[src/request_duplicate_detector_assert.svh]
// Assertion macros shared by the duplicate detector RTL.
`ifndef REQUEST_DUPLICATE_DETECTOR_ASSERT_SVH
`define REQUEST_DUPLICATE_DETECTOR_ASSERT_SVH

// Same-cycle implication, checked on every rising clock edge outside reset.
`define RDD_ASSERT_NOW(label, ante, cons) \
	label: assert property (@(posedge clk) disable iff (!arst_n) (ante) |-> (cons)) \
		else $error("request duplicate detector: same-cycle check failed");

// Next-cycle implication, checked on every rising clock edge outside reset.
`define RDD_ASSERT_NEXT(label, ante, cons) \
	label: assert property (@(posedge clk) disable iff (!arst_n) (ante) |=> (cons)) \
		else $error("request duplicate detector: next-cycle check failed");

`endif

[src/rdd_pkg.sv]
// Types and constants of the request duplicate detector.
`default_nettype none
package rdd_pkg;

	localparam int TABLE_DEPTH = 16;
	localparam int IDX_W = $clog2(TABLE_DEPTH);
	localparam int CNT_W = IDX_W + 1;
	localparam int KEY_W = 28;
	localparam int STAMP_W = 64;
	localparam int WIN_W = 32;
	localparam int ENTRY_W = KEY_W + STAMP_W;
	localparam logic [WIN_W-1:0] WINDOW_RESET = WIN_W'(5000);

	typedef struct packed {
		logic [7:0]         requester_address;
		logic [5:0]         net_function;
		logic [7:0]         command_code;
		logic [5:0]         request_sequence;
		logic [STAMP_W-1:0] current_tick;
	} req_t;

	typedef struct packed {
		logic is_duplicate;
		logic evicted_oldest;
	} rsp_t;

	typedef struct packed {
		logic [KEY_W-1:0]   key;
		logic [STAMP_W-1:0] stamp;
	} entry_t;

	// Outcome of comparing one stored entry against the current item.
	typedef struct packed {
		logic expired;
		logic key_match;
		logic older;
	} cmp_t;

	typedef enum logic [3:0] {
		ST_IDLE   = 4'b0001,
		ST_SCAN   = 4'b0010,
		ST_WRITE  = 4'b0100,
		ST_FINISH = 4'b1000
	} state_t;

endpackage
`default_nettype wire

[src/rdd_ram.sv]
// Generic single-port-write, single-port-read RAM with registered read data.
`default_nettype none
module rdd_ram #(
	parameter int WIDTH = 8,
	parameter int DEPTH = 16
) (
	input  wire logic                     clk,
	input  wire logic                     we,
	input  wire logic [$clog2(DEPTH)-1:0] waddr,
	input  wire logic [WIDTH-1:0]         wdata,
	input  wire logic                     re,
	input  wire logic [$clog2(DEPTH)-1:0] raddr,
	output logic      [WIDTH-1:0]         rdata
);

	logic [WIDTH-1:0] mem_q [DEPTH];

	always_ff @(posedge clk) begin
		if (we) begin
			mem_q[waddr] <= wdata;
		end
		if (re) begin
			rdata <= mem_q[raddr];
		end
	end

endmodule
`default_nettype wire

[src/rdd_entry_cmp.sv]
// Shared compare unit: checks one stored entry for expiry, key match and age.
`default_nettype none
module rdd_entry_cmp (
	input  wire rdd_pkg::entry_t               entry,
	input  wire logic [rdd_pkg::KEY_W-1:0]     key,
	input  wire logic [rdd_pkg::STAMP_W-1:0]   limit,
	input  wire logic                          expire_en,
	input  wire logic [rdd_pkg::STAMP_W-1:0]   min_stamp,
	output rdd_pkg::cmp_t                      result
);
	import rdd_pkg::*;

	always_comb begin
		result.expired   = expire_en && (entry.stamp < limit);
		result.key_match = (entry.key == key);
		result.older     = (entry.stamp < min_stamp);
	end

endmodule
`default_nettype wire

[src/request_duplicate_detector.sv]
// Request duplicate detector: a sixteen-entry table of recent request keys
// with age-based expiry. Each item is handled in one pass over the table: the
// entry memory is read one entry per cycle and a single compare unit decides
// expiry, key match and age for that entry, after which the key is written
// back with the item's tick, and the result is offered after that write. One
// item is handled at a time: a new item is accepted only once the block is
// idle again after offering the last result. A result left waiting at the
// output does not stop the next item from being accepted. The table is empty
// after reset, and the expiry window register resets to 5000.
`default_nettype none
module request_duplicate_detector (
	input  wire logic                        clk,
	input  wire logic                        arst_n,
	input  wire logic                        req_valid,
	output logic                             req_ready,
	input  wire rdd_pkg::req_t               req_data,
	output logic                             rsp_valid,
	input  wire logic                        rsp_ready,
	output rdd_pkg::rsp_t                    rsp_data,
	input  wire logic                        cfg_we,
	input  wire logic [rdd_pkg::WIN_W-1:0]   cfg_wdata
);
	import rdd_pkg::*;

	state_t state_q;

	logic [WIN_W-1:0]       window_q;
	logic [TABLE_DEPTH-1:0] valid_q;

	logic [KEY_W-1:0]   key_q;
	logic [STAMP_W-1:0] now_q;
	logic [STAMP_W-1:0] limit_q;
	logic               expire_en_q;

	logic [CNT_W-1:0] rd_cnt_q;
	logic             proc_vld_s1;
	logic [IDX_W-1:0] proc_idx_s1;

	logic               hit_found_q;
	logic [IDX_W-1:0]   hit_slot_q;
	logic               free_found_q;
	logic [IDX_W-1:0]   free_slot_q;
	logic [IDX_W-1:0]   old_slot_q;
	logic [STAMP_W-1:0] min_stamp_q;
	logic [IDX_W-1:0]   wr_slot_q;

	rsp_t rsp_q;
	logic rsp_valid_q;

	logic             accept;
	logic [STAMP_W:0] diff;
	logic             rd_en;
	logic             live;
	logic             last_proc;
	logic [IDX_W-1:0] wr_slot;
	logic             ram_we;
	entry_t           wr_entry;
	entry_t           rd_entry;
	logic [ENTRY_W-1:0] rd_raw;
	cmp_t             cmp;

	assign req_ready = (state_q == ST_IDLE);
	assign accept    = req_valid && req_ready;
	assign rsp_valid = rsp_valid_q;
	assign rsp_data  = rsp_q;

	// Borrow out of now - window tells whether the tick is below the window.
	assign diff = {1'b0, req_data.current_tick} - {{(STAMP_W + 1 - WIN_W){1'b0}}, window_q};

	assign rd_en     = (state_q == ST_SCAN) && (rd_cnt_q < CNT_W'(TABLE_DEPTH));
	assign rd_entry  = entry_t'(rd_raw);
	assign live      = valid_q[proc_idx_s1] && !cmp.expired;
	assign last_proc = proc_vld_s1 && (proc_idx_s1 == IDX_W'(TABLE_DEPTH - 1));

	always_comb begin
		if (hit_found_q) begin
			wr_slot = hit_slot_q;
		end else if (free_found_q) begin
			wr_slot = free_slot_q;
		end else begin
			wr_slot = old_slot_q;
		end
	end

	assign ram_we         = (state_q == ST_WRITE);
	assign wr_entry.key   = key_q;
	assign wr_entry.stamp = now_q;

	rdd_ram #(
		.WIDTH(ENTRY_W),
		.DEPTH(TABLE_DEPTH)
	) u_table (
		.clk   (clk),
		.we    (ram_we),
		.waddr (wr_slot),
		.wdata (ENTRY_W'(wr_entry)),
		.re    (rd_en),
		.raddr (rd_cnt_q[IDX_W-1:0]),
		.rdata (rd_raw)
	);

	rdd_entry_cmp u_cmp (
		.entry     (rd_entry),
		.key       (key_q),
		.limit     (limit_q),
		.expire_en (expire_en_q),
		.min_stamp (min_stamp_q),
		.result    (cmp)
	);

	always_ff @(posedge clk or negedge arst_n) begin
		if (!arst_n) begin
			window_q <= WINDOW_RESET;
		end else if (cfg_we) begin
			window_q <= cfg_wdata;
		end
	end

	// Item registers and the per-item scan results need no reset.
	always_ff @(posedge clk) begin
		if (accept) begin
			key_q       <= {req_data.requester_address, req_data.net_function,
			                req_data.command_code, req_data.request_sequence};
			now_q       <= req_data.current_tick;
			limit_q     <= diff[STAMP_W-1:0];
			expire_en_q <= !diff[STAMP_W] && (diff[STAMP_W-1:0] != '0);
		end
		if (proc_vld_s1) begin
			if (live && cmp.key_match && !hit_found_q) begin
				hit_slot_q <= proc_idx_s1;
			end
			if (!live && !free_found_q) begin
				free_slot_q <= proc_idx_s1;
			end
			if ((proc_idx_s1 == '0) || cmp.older) begin
				min_stamp_q <= rd_entry.stamp;
				old_slot_q  <= proc_idx_s1;
			end
		end
		if (rd_en) begin
			proc_idx_s1 <= rd_cnt_q[IDX_W-1:0];
		end
		if (state_q == ST_WRITE) begin
			wr_slot_q <= wr_slot;
		end
		// The result payload only changes when the output register is free.
		if ((state_q == ST_FINISH) && (!rsp_valid_q || rsp_ready)) begin
			rsp_q.is_duplicate   <= hit_found_q;
			rsp_q.evicted_oldest <= !hit_found_q && !free_found_q;
		end
	end

	always_ff @(posedge clk or negedge arst_n) begin
		if (!arst_n) begin
			state_q      <= ST_IDLE;
			valid_q      <= '0;
			rd_cnt_q     <= '0;
			proc_vld_s1  <= 1'b0;
			hit_found_q  <= 1'b0;
			free_found_q <= 1'b0;
			rsp_valid_q  <= 1'b0;
		end else begin
			proc_vld_s1 <= rd_en;
			if (rsp_valid_q && rsp_ready) begin
				rsp_valid_q <= 1'b0;
			end
			unique case (state_q)
				ST_IDLE: begin
					if (accept) begin
						rd_cnt_q     <= '0;
						hit_found_q  <= 1'b0;
						free_found_q <= 1'b0;
						state_q      <= ST_SCAN;
					end
				end
				ST_SCAN: begin
					if (rd_en) begin
						rd_cnt_q <= rd_cnt_q + CNT_W'(1);
					end
					if (proc_vld_s1) begin
						if (valid_q[proc_idx_s1] && cmp.expired) begin
							valid_q[proc_idx_s1] <= 1'b0;
						end
						if (live && cmp.key_match) begin
							hit_found_q <= 1'b1;
						end
						if (!live) begin
							free_found_q <= 1'b1;
						end
					end
					if (last_proc) begin
						state_q <= ST_WRITE;
					end
				end
				ST_WRITE: begin
					valid_q[wr_slot] <= 1'b1;
					state_q          <= ST_FINISH;
				end
				ST_FINISH: begin
					if (!rsp_valid_q || rsp_ready) begin
						rsp_valid_q <= 1'b1;
						state_q     <= ST_IDLE;
					end
				end
				default: begin
					state_q <= ST_IDLE;
				end
			endcase
		end
	end

	`include "request_duplicate_detector_assert.svh"

	// A hit refreshes in place, so it can never also report an eviction.
	`RDD_ASSERT_NOW(a_dup_no_evict, rsp_valid_q, !(rsp_q.is_duplicate && rsp_q.evicted_oldest))
	// Replacing the oldest entry is only chosen when every slot is live.
	`RDD_ASSERT_NOW(a_evict_only_full, (state_q == ST_WRITE) && !hit_found_q && !free_found_q,
		&valid_q)
	// The slot written by an item is valid right after the write.
	`RDD_ASSERT_NEXT(a_slot_valid, state_q == ST_WRITE, valid_q[wr_slot_q])
	// The scan never reads past the end of the table.
	`RDD_ASSERT_NOW(a_scan_bound, state_q == ST_SCAN, rd_cnt_q <= CNT_W'(TABLE_DEPTH))

endmodule
`default_nettype wire
[config.mk]
export PLATFORM = sky130hd
export DESIGN_NAME = request_duplicate_detector
export DESIGN_NICKNAME = d
export VERILOG_FILES = /design/src/rdd_pkg.sv /design/src/rdd_ram.sv /design/src/rdd_entry_cmp.sv /design/src/request_duplicate_detector.sv
export VERILOG_INCLUDE_DIRS = /design/src /design/src/src
export SDC_FILE = /design/constraint.sdc
export NUM_CORES = 2
export LEC_CHECK = 0
export BUFFER_PORTS_ARGS = -buffer_cell sky130_fd_sc_hd__clkbuf_2
export CORE_MARGIN = 8
export CORE_UTILIZATION = 35
export CTS_CLUSTER_SIZE = 20
export DETAILED_ROUTE_END_ITERATION = 10
export PLACE_DENSITY_LB_ADDON = 0.12
export SYNTH_ARGS = -nofsm -noshare
export SYNTH_HDL_FRONTEND = slang
export SYNTH_SLANG_ARGS = --single-unit
[constraint.sdc]
create_clock -name clk -period 7.9 [get_ports clk]
set_input_delay 1.975 -clock clk [delete_from_list [all_inputs] [get_ports clk]]
set_output_delay 1.975 -clock clk [all_outputs]
set_load 0.01 [all_outputs]
* After elaboration in Yosys (flattened, before gate mapping)
Memory sizes are Yosys's and may differ from the RTL's. A register that Yosys moved wholly into a read port is not among the register bits.
Cells that the tools add are included.
** Storage, ports and cells
- Bits in registers :: 300
- Bits in writable memories :: 1472
- Input bits :: 129
- Output and inout bits :: 4
- Memories kept :: 1
** Memories
- u_table.mem_q :: words 16, width 92, rd ports 1, clocked after memory_dff 1, write ports 1, RTL line rdd_ram.sv:16 : logic [WIDTH-1:0] mem_q [DEPTH];
** Cells by class
- $add $sub $neg :: 2
- Order comparisons :: 7
- Equality and inequality tests :: 14
- Muxes and demuxes :: 30
- Bitwise operators :: 3
- Reductions and logical operators :: 35
** Operators by type and width (number)
- $lt 64x64->1 :: 2
- $sub 64x32->65 :: 1
- $reduce_bool 64->1 :: 1
- $mux 16 :: 2
- $pmux 16 s2 :: 1
- $eq 28x28->1 :: 1
- $mux 4 :: 5
- $and 16x16->16 :: 1
- $not 16->16 :: 1
- $or 16x16->16 :: 1
- $pmux 4 s4 :: 1
- $logic_and 1x1->1 :: 15
- $mux 1 :: 13
- $lt 4x5->1 const B :: 2
- $mux 5 :: 2
- $pmux 5 s2 :: 1
- $reduce_and 3->1 :: 3
- $demux 1 s4 :: 2
- $eq 4x4->1 const B :: 2
- $ge 4x1->1 const B :: 2
- $ne 2x1->1 const B :: 4
- $ne 2x2->1 const B :: 4
- $reduce_and 4->1 :: 2
- $logic_not 1->1 :: 6
- other kinds (11) :: 16

* Logic depth before layout (Yosys ltp)
- Word-level depth :: 9
- Depth in mapped cells :: 14

* Cells and area by module
From an unflattened synthesis, not the netlist that was laid out.
** Unflattened totals
- Cell total of the unflattened synthesis :: 3904
- Area total of the unflattened synthesis :: 74542.7 µm²
** By module, submodules not included
- rdd_ram :: times used 1, cells each 2357, area an instance 57717.9 µm²
- request_duplicate_detector :: times used 1, cells each 1064, area an instance 13374.1 µm²
- rdd_entry_cmp :: times used 1, cells each 483, area an instance 3450.8 µm²

* Least setup slack after synthesis
No wires, ideal clock.
- Path type :: input port to flip-flop
- Start point :: input port req_valid
- End point :: register rd_cnt_q[0]
- Arrival :: 7.220 ns
- Data required time :: 7.765 ns
- Path slack :: 0.545 ns
- Stages :: 4
- Buffers on the path :: 1
- Path through :: and2_1 > clkbuf_1 > nor2_1 > mux2_2
** Between the ends
- Word-level cells in the longest chain between the ends :: 3
** Ends and longest elaborated chain
- from (decl) :: RTL line request_duplicate_detector.sv:14 : input wire logic req_valid,
- $logic_and 1x1->1 :: RTL line request_duplicate_detector.sv:63 : assign accept = req_valid && req_ready;
- via accept :: RTL line request_duplicate_detector.sv:50 : logic accept;
- $ne 2x1->1 (no line)
- $reduce_and 3->1 (no line)
- to (signal assigned) :: RTL line request_duplicate_detector.sv:178 : rd_cnt_q <= rd_cnt_q + CNT_W'(1);
- to (decl) :: RTL line request_duplicate_detector.sv:35 : logic [CNT_W-1:0] rd_cnt_q;
The timed path passes the listed nets, and every way through them passes these cells.
A chain may end at the register's enable or synchronous reset.

* Worst setup path in the final report
- Start point :: input port req_data[0] (netlist name)
- End point :: register expire_en_q, data pin
** Between the ends
- Word-level cells in the longest chain between the ends :: 3
- Elaborated cells on any way between the ends :: 4
- Classes of those cells :: add/sub (1); reduce/logical (3)
** Ends and longest elaborated chain
- from (decl) :: RTL line request_duplicate_detector.sv:16 : input wire rdd_pkg::req_t req_data,
- $sub 64x32->65 :: RTL line request_duplicate_detector.sv:68 : assign diff = {1'b0, req_data.current_tick} - {{(STAMP_W + 1 - WIN_W){1'b0}}, window_q};
- via diff[32] :: RTL line request_duplicate_detector.sv:51 : logic [STAMP_W:0] diff;
- $reduce_bool 64->1 :: RTL line request_duplicate_detector.sv:126 : expire_en_q <= !diff[STAMP_W] && (diff[STAMP_W-1:0] != '0);
- $logic_and 1x1->1 :: RTL line request_duplicate_detector.sv:126
- to (signal assigned) :: RTL line request_duplicate_detector.sv:126
- to (decl) :: RTL line request_duplicate_detector.sv:33 : logic expire_en_q;
The timed path passes the listed nets, and every way through them passes these cells.

==> flow_summary.json <==
{
  "ios": 133,
  "synth_cell_types": 69,
  "yosys.area.top_type": "edfxtp_1",
  "yosysMostFrequentCell": "edfxtp_1",
  "leakagePower_uw": 0.0272,
  "syn_inst": 3635,
  "initial_utilization_pct": 35.1,
  "synthFlopType": "edfxtp_1",
  "timing.fmax_mhz": 182,
  "nets": 4179,
  "finalCritPeriodShare_pct": 69.6,
  "dieArea_um2": 227000,
  "worstSkewPairLatency_ns": 0.83,
  "synth_top_area_share_pct": 72.9,
  "avgSynthCellArea_um2": 20.4,
  "slew_headroom_pct": 28.8,
  "dr.pass1.iters": 5,
  "synthSimpleGateAreaFrac_pct": 2.91,
  "ys_warn_count": 0,
  "cts_buffer_depth": 3,
  "synth_top_family_by_area": "multiplexers",
  "cts_resized": 0,
  "drtIter0Drc": 2852,
  "regArea_um2": 55700,
  "hold_path_class": "reg -> reg",
  "maxCapViolations": 0,
  "antenna_found_initial": 16,
  "areaGrowthSynthToFinish_pct": 14.1,
  "numPortBuffers": 132,
  "cts_post_setup_buffers_inserted": 0,
  "die_w_um": 477,
  "synth-async-reset-ratio_pct": 3.27,
  "cts_max_level": 4,
  "clkTransAtPathRegs_ns": 0.06,
  "synth_compound_area_share_pct": 2.59,
  "p_per_area_nw_per_um2": 296,
  "clock_skew_ns": 0.0422,
  "die_h_um": 477,
  "drc": 0,
  "ys_ff_latch": 1864,
  "viasPerCell": 5.20,
  "status": "finished clean",
  "routed-via-count": 35700,
  "cts_tree": "built",
  "synth_adder_area_share_pct": 2.70,
  "first_global_vias": 38000,
  "gr-total-overflow": 0,
  "synth-edff-count": 1803,
  "routed_wirelength_mm": 198,
  "yosys-mux-area-fraction_pct": 14.2,
  "critPathLaunchType": "primary input",
  "fin_crit_ns": 5.50,
  "total_power_uw": 25100,
  "worst_pin_slew_ns": 1.07,
  "maxSlewViolCount": 0,
  "synth.area.top_cells": "edfxtp_1, mux4_2, ha_1",
  "seq_area_frac_synth_pct": 74.9,
  "synth.top_cells.by_count": "edfxtp_1, mux4_2, inv_1, ha_1, o21ai_0",
  "utilization_pct": 40.1,
  "critPathMaxFanout": 5,
  "critPathKind": "in -> reg",
  "clock-sinks": 1864,
  "finalHoldViolCount": 0,
  "synth_xor_area_share_pct": 1.10,
  "core-area_um2": 212000,
  "ctsRootBufferMaster": "clkbuf_16",
  "grt_pass1_wl_mm": 284,
  "reg2reg_slack_ns": 3.30,
  "gp_congestion": 0.856,
  "setup_viol": 0,
  "critPathArrivalTime_ns": 6.06,
  "ir_drop_mv": 0.215,
  "routedWlPerCell_um": 28.9,
  "drtAntennaViolNets": 0,
  "required_ns": 8.46,
  "rsz0062_at_grt": "no",
  "multi_input_area_um2": 17600,
  "rows": 169,
  "grtUsageTotal_pct": 17.2,
  "grt_max_degree": 128,
  "fillers": 18700,
  "hold_buffers": 0,
  "syn_area_um2": 74300,
  "syn_nets": 3924,
  "fin_tns_setup_ns": 0,
  "dpl.hpwl_mm": 109,
  "drive_gt1_share_pct": 23.5,
  "numCtsBuffers": 201,
  "endpoint_kind": "register"
}
-- cell type report --
type,instances,area share (%)
Clock inverter,89,0.754
Clock buffer,266,6.36
Tap cell,2821,4.16
Multi-Input combinational cell,1466,20.7
Antenna cell,4,0.0118
Inverter,167,0.739
Timing Repair Buffer,190,1.56
Sequential cell,1864,65.7
-- kinds of logic (layout without fill, tap and decap cells) --
logic type      after synthesis  count (layout)
compound gates              317             317
flops                      1864            1864
other cells                   0               4
buf+inv                     305             712
mux                         471             471
xor+xnor                     93              93
simple gates                425             425
fa+ha+maj                   160             160
-- state kept, by name, indices dropped and copies added, names as in the netlist, 5 cells and up --
| name | cells |
|---|---|
| key_q | 28 |
| limit_q | 64 |
| min_stamp_q | 64 |
| now_q | 64 |
| rd_cnt_q | 5 |
| u_table.mem_q | 1472 |
| u_table.rdata | 92 |
| valid_q | 16 |
| window_q | 32 |
-- final timing paths --
path | startpoint | endpoint | depth (start not counted)
max reg2reg | window_q[6] | expire_en_q | 13
max in group asynchronous | arst_n | rd_cnt_q[3] | 2
min in group asynchronous | arst_n | window_q[14] | 1
max | req_data[0] | expire_en_q | 15
min reg2reg | u_table.rdata[0] | min_stamp_q[0] | 0
min | u_table.rdata[0] | min_stamp_q[0] | 0
-- critical path: stages --
cell	delay (ns)
clkbuf_2	0.20
inv_1	0.09
ha_1	0.22
fa_1	0.41
nand2b_1	0.18
a211oi_1	0.44
o21ai_0	0.27
o21ai_0	0.79
a211o_1	0.32
a221oi_1	0.14
xor2_1	0.19
nor4_1	0.29
nand4_1	0.16
nor4_1	0.27
a21oi_1	0.10
-- cell usage in the layout, fill, tap and decap left out, drive strengths merged, types with 6 or more instances in the layout --
cell type and instances:
ha 159, inv 173, nor3 28, clkbuf 397, a21oi 69, dfrtp 55
a211oi 15, nand4 51, nor4 28, buf 59, edfxtp 1803, or2 6
mux4 465, or4 11, or3 8, nand2 111, o21a 7, xnor2 52
dfstp 6, a21o 57, a31oi 6, nand3 27, nor2 93, nor2b 20
clkinv 78, nand2b 21, xor2 41, o21ai 127
-- report_power, final --
group | internal [µW] | switching [µW] | total, µW | leakage, µW
Sequential | 11800 | 688 | 12500 | 0.0171
Combinational | 1870 | 2040 | 3900 | 0.00725
Clock | 4900 | 3830 | 8730 | 0.00293
-- layer usage --
metal | up-vias | share of wire, % | global-route usage (%) | routed length [µm]
met1 | 19300 | 44 | 23.5 | 87500
li1 | 15400 | - | - | -
met2 | 784 | 50 | 29.2 | 98900
met5 | - | 0.024 | 0 | 48
met3 | 233 | 4.0 | 2.51 | 7910
met4 | 8 | 1.9 | 4.03 | 3860
-- stage by stage --
| step | instances | cell area (µm²) | setup slack (ns) | hold WS, ns |
|---|---|---|---|---|
| 2_1_floorplan | 3635 | 74300 | 0.545 | 0.423 |
| 3_3_place_gp | 6508 | 78800 | 1.50 | 0.484 |
| 3_5_place_dp | 6508 | 78800 | 1.57 | 0.490 |
| 4_1_cts | 6863 | 84800 | 2.47 | 0.501 |
| 5_1_grt | 6865 | 84800 | 2.17 | 0.516 |
| 6_report | 6867 | 84800 | 2.40 | 0.495 |
Note: power is estimated with default switching activity, not from simulation.
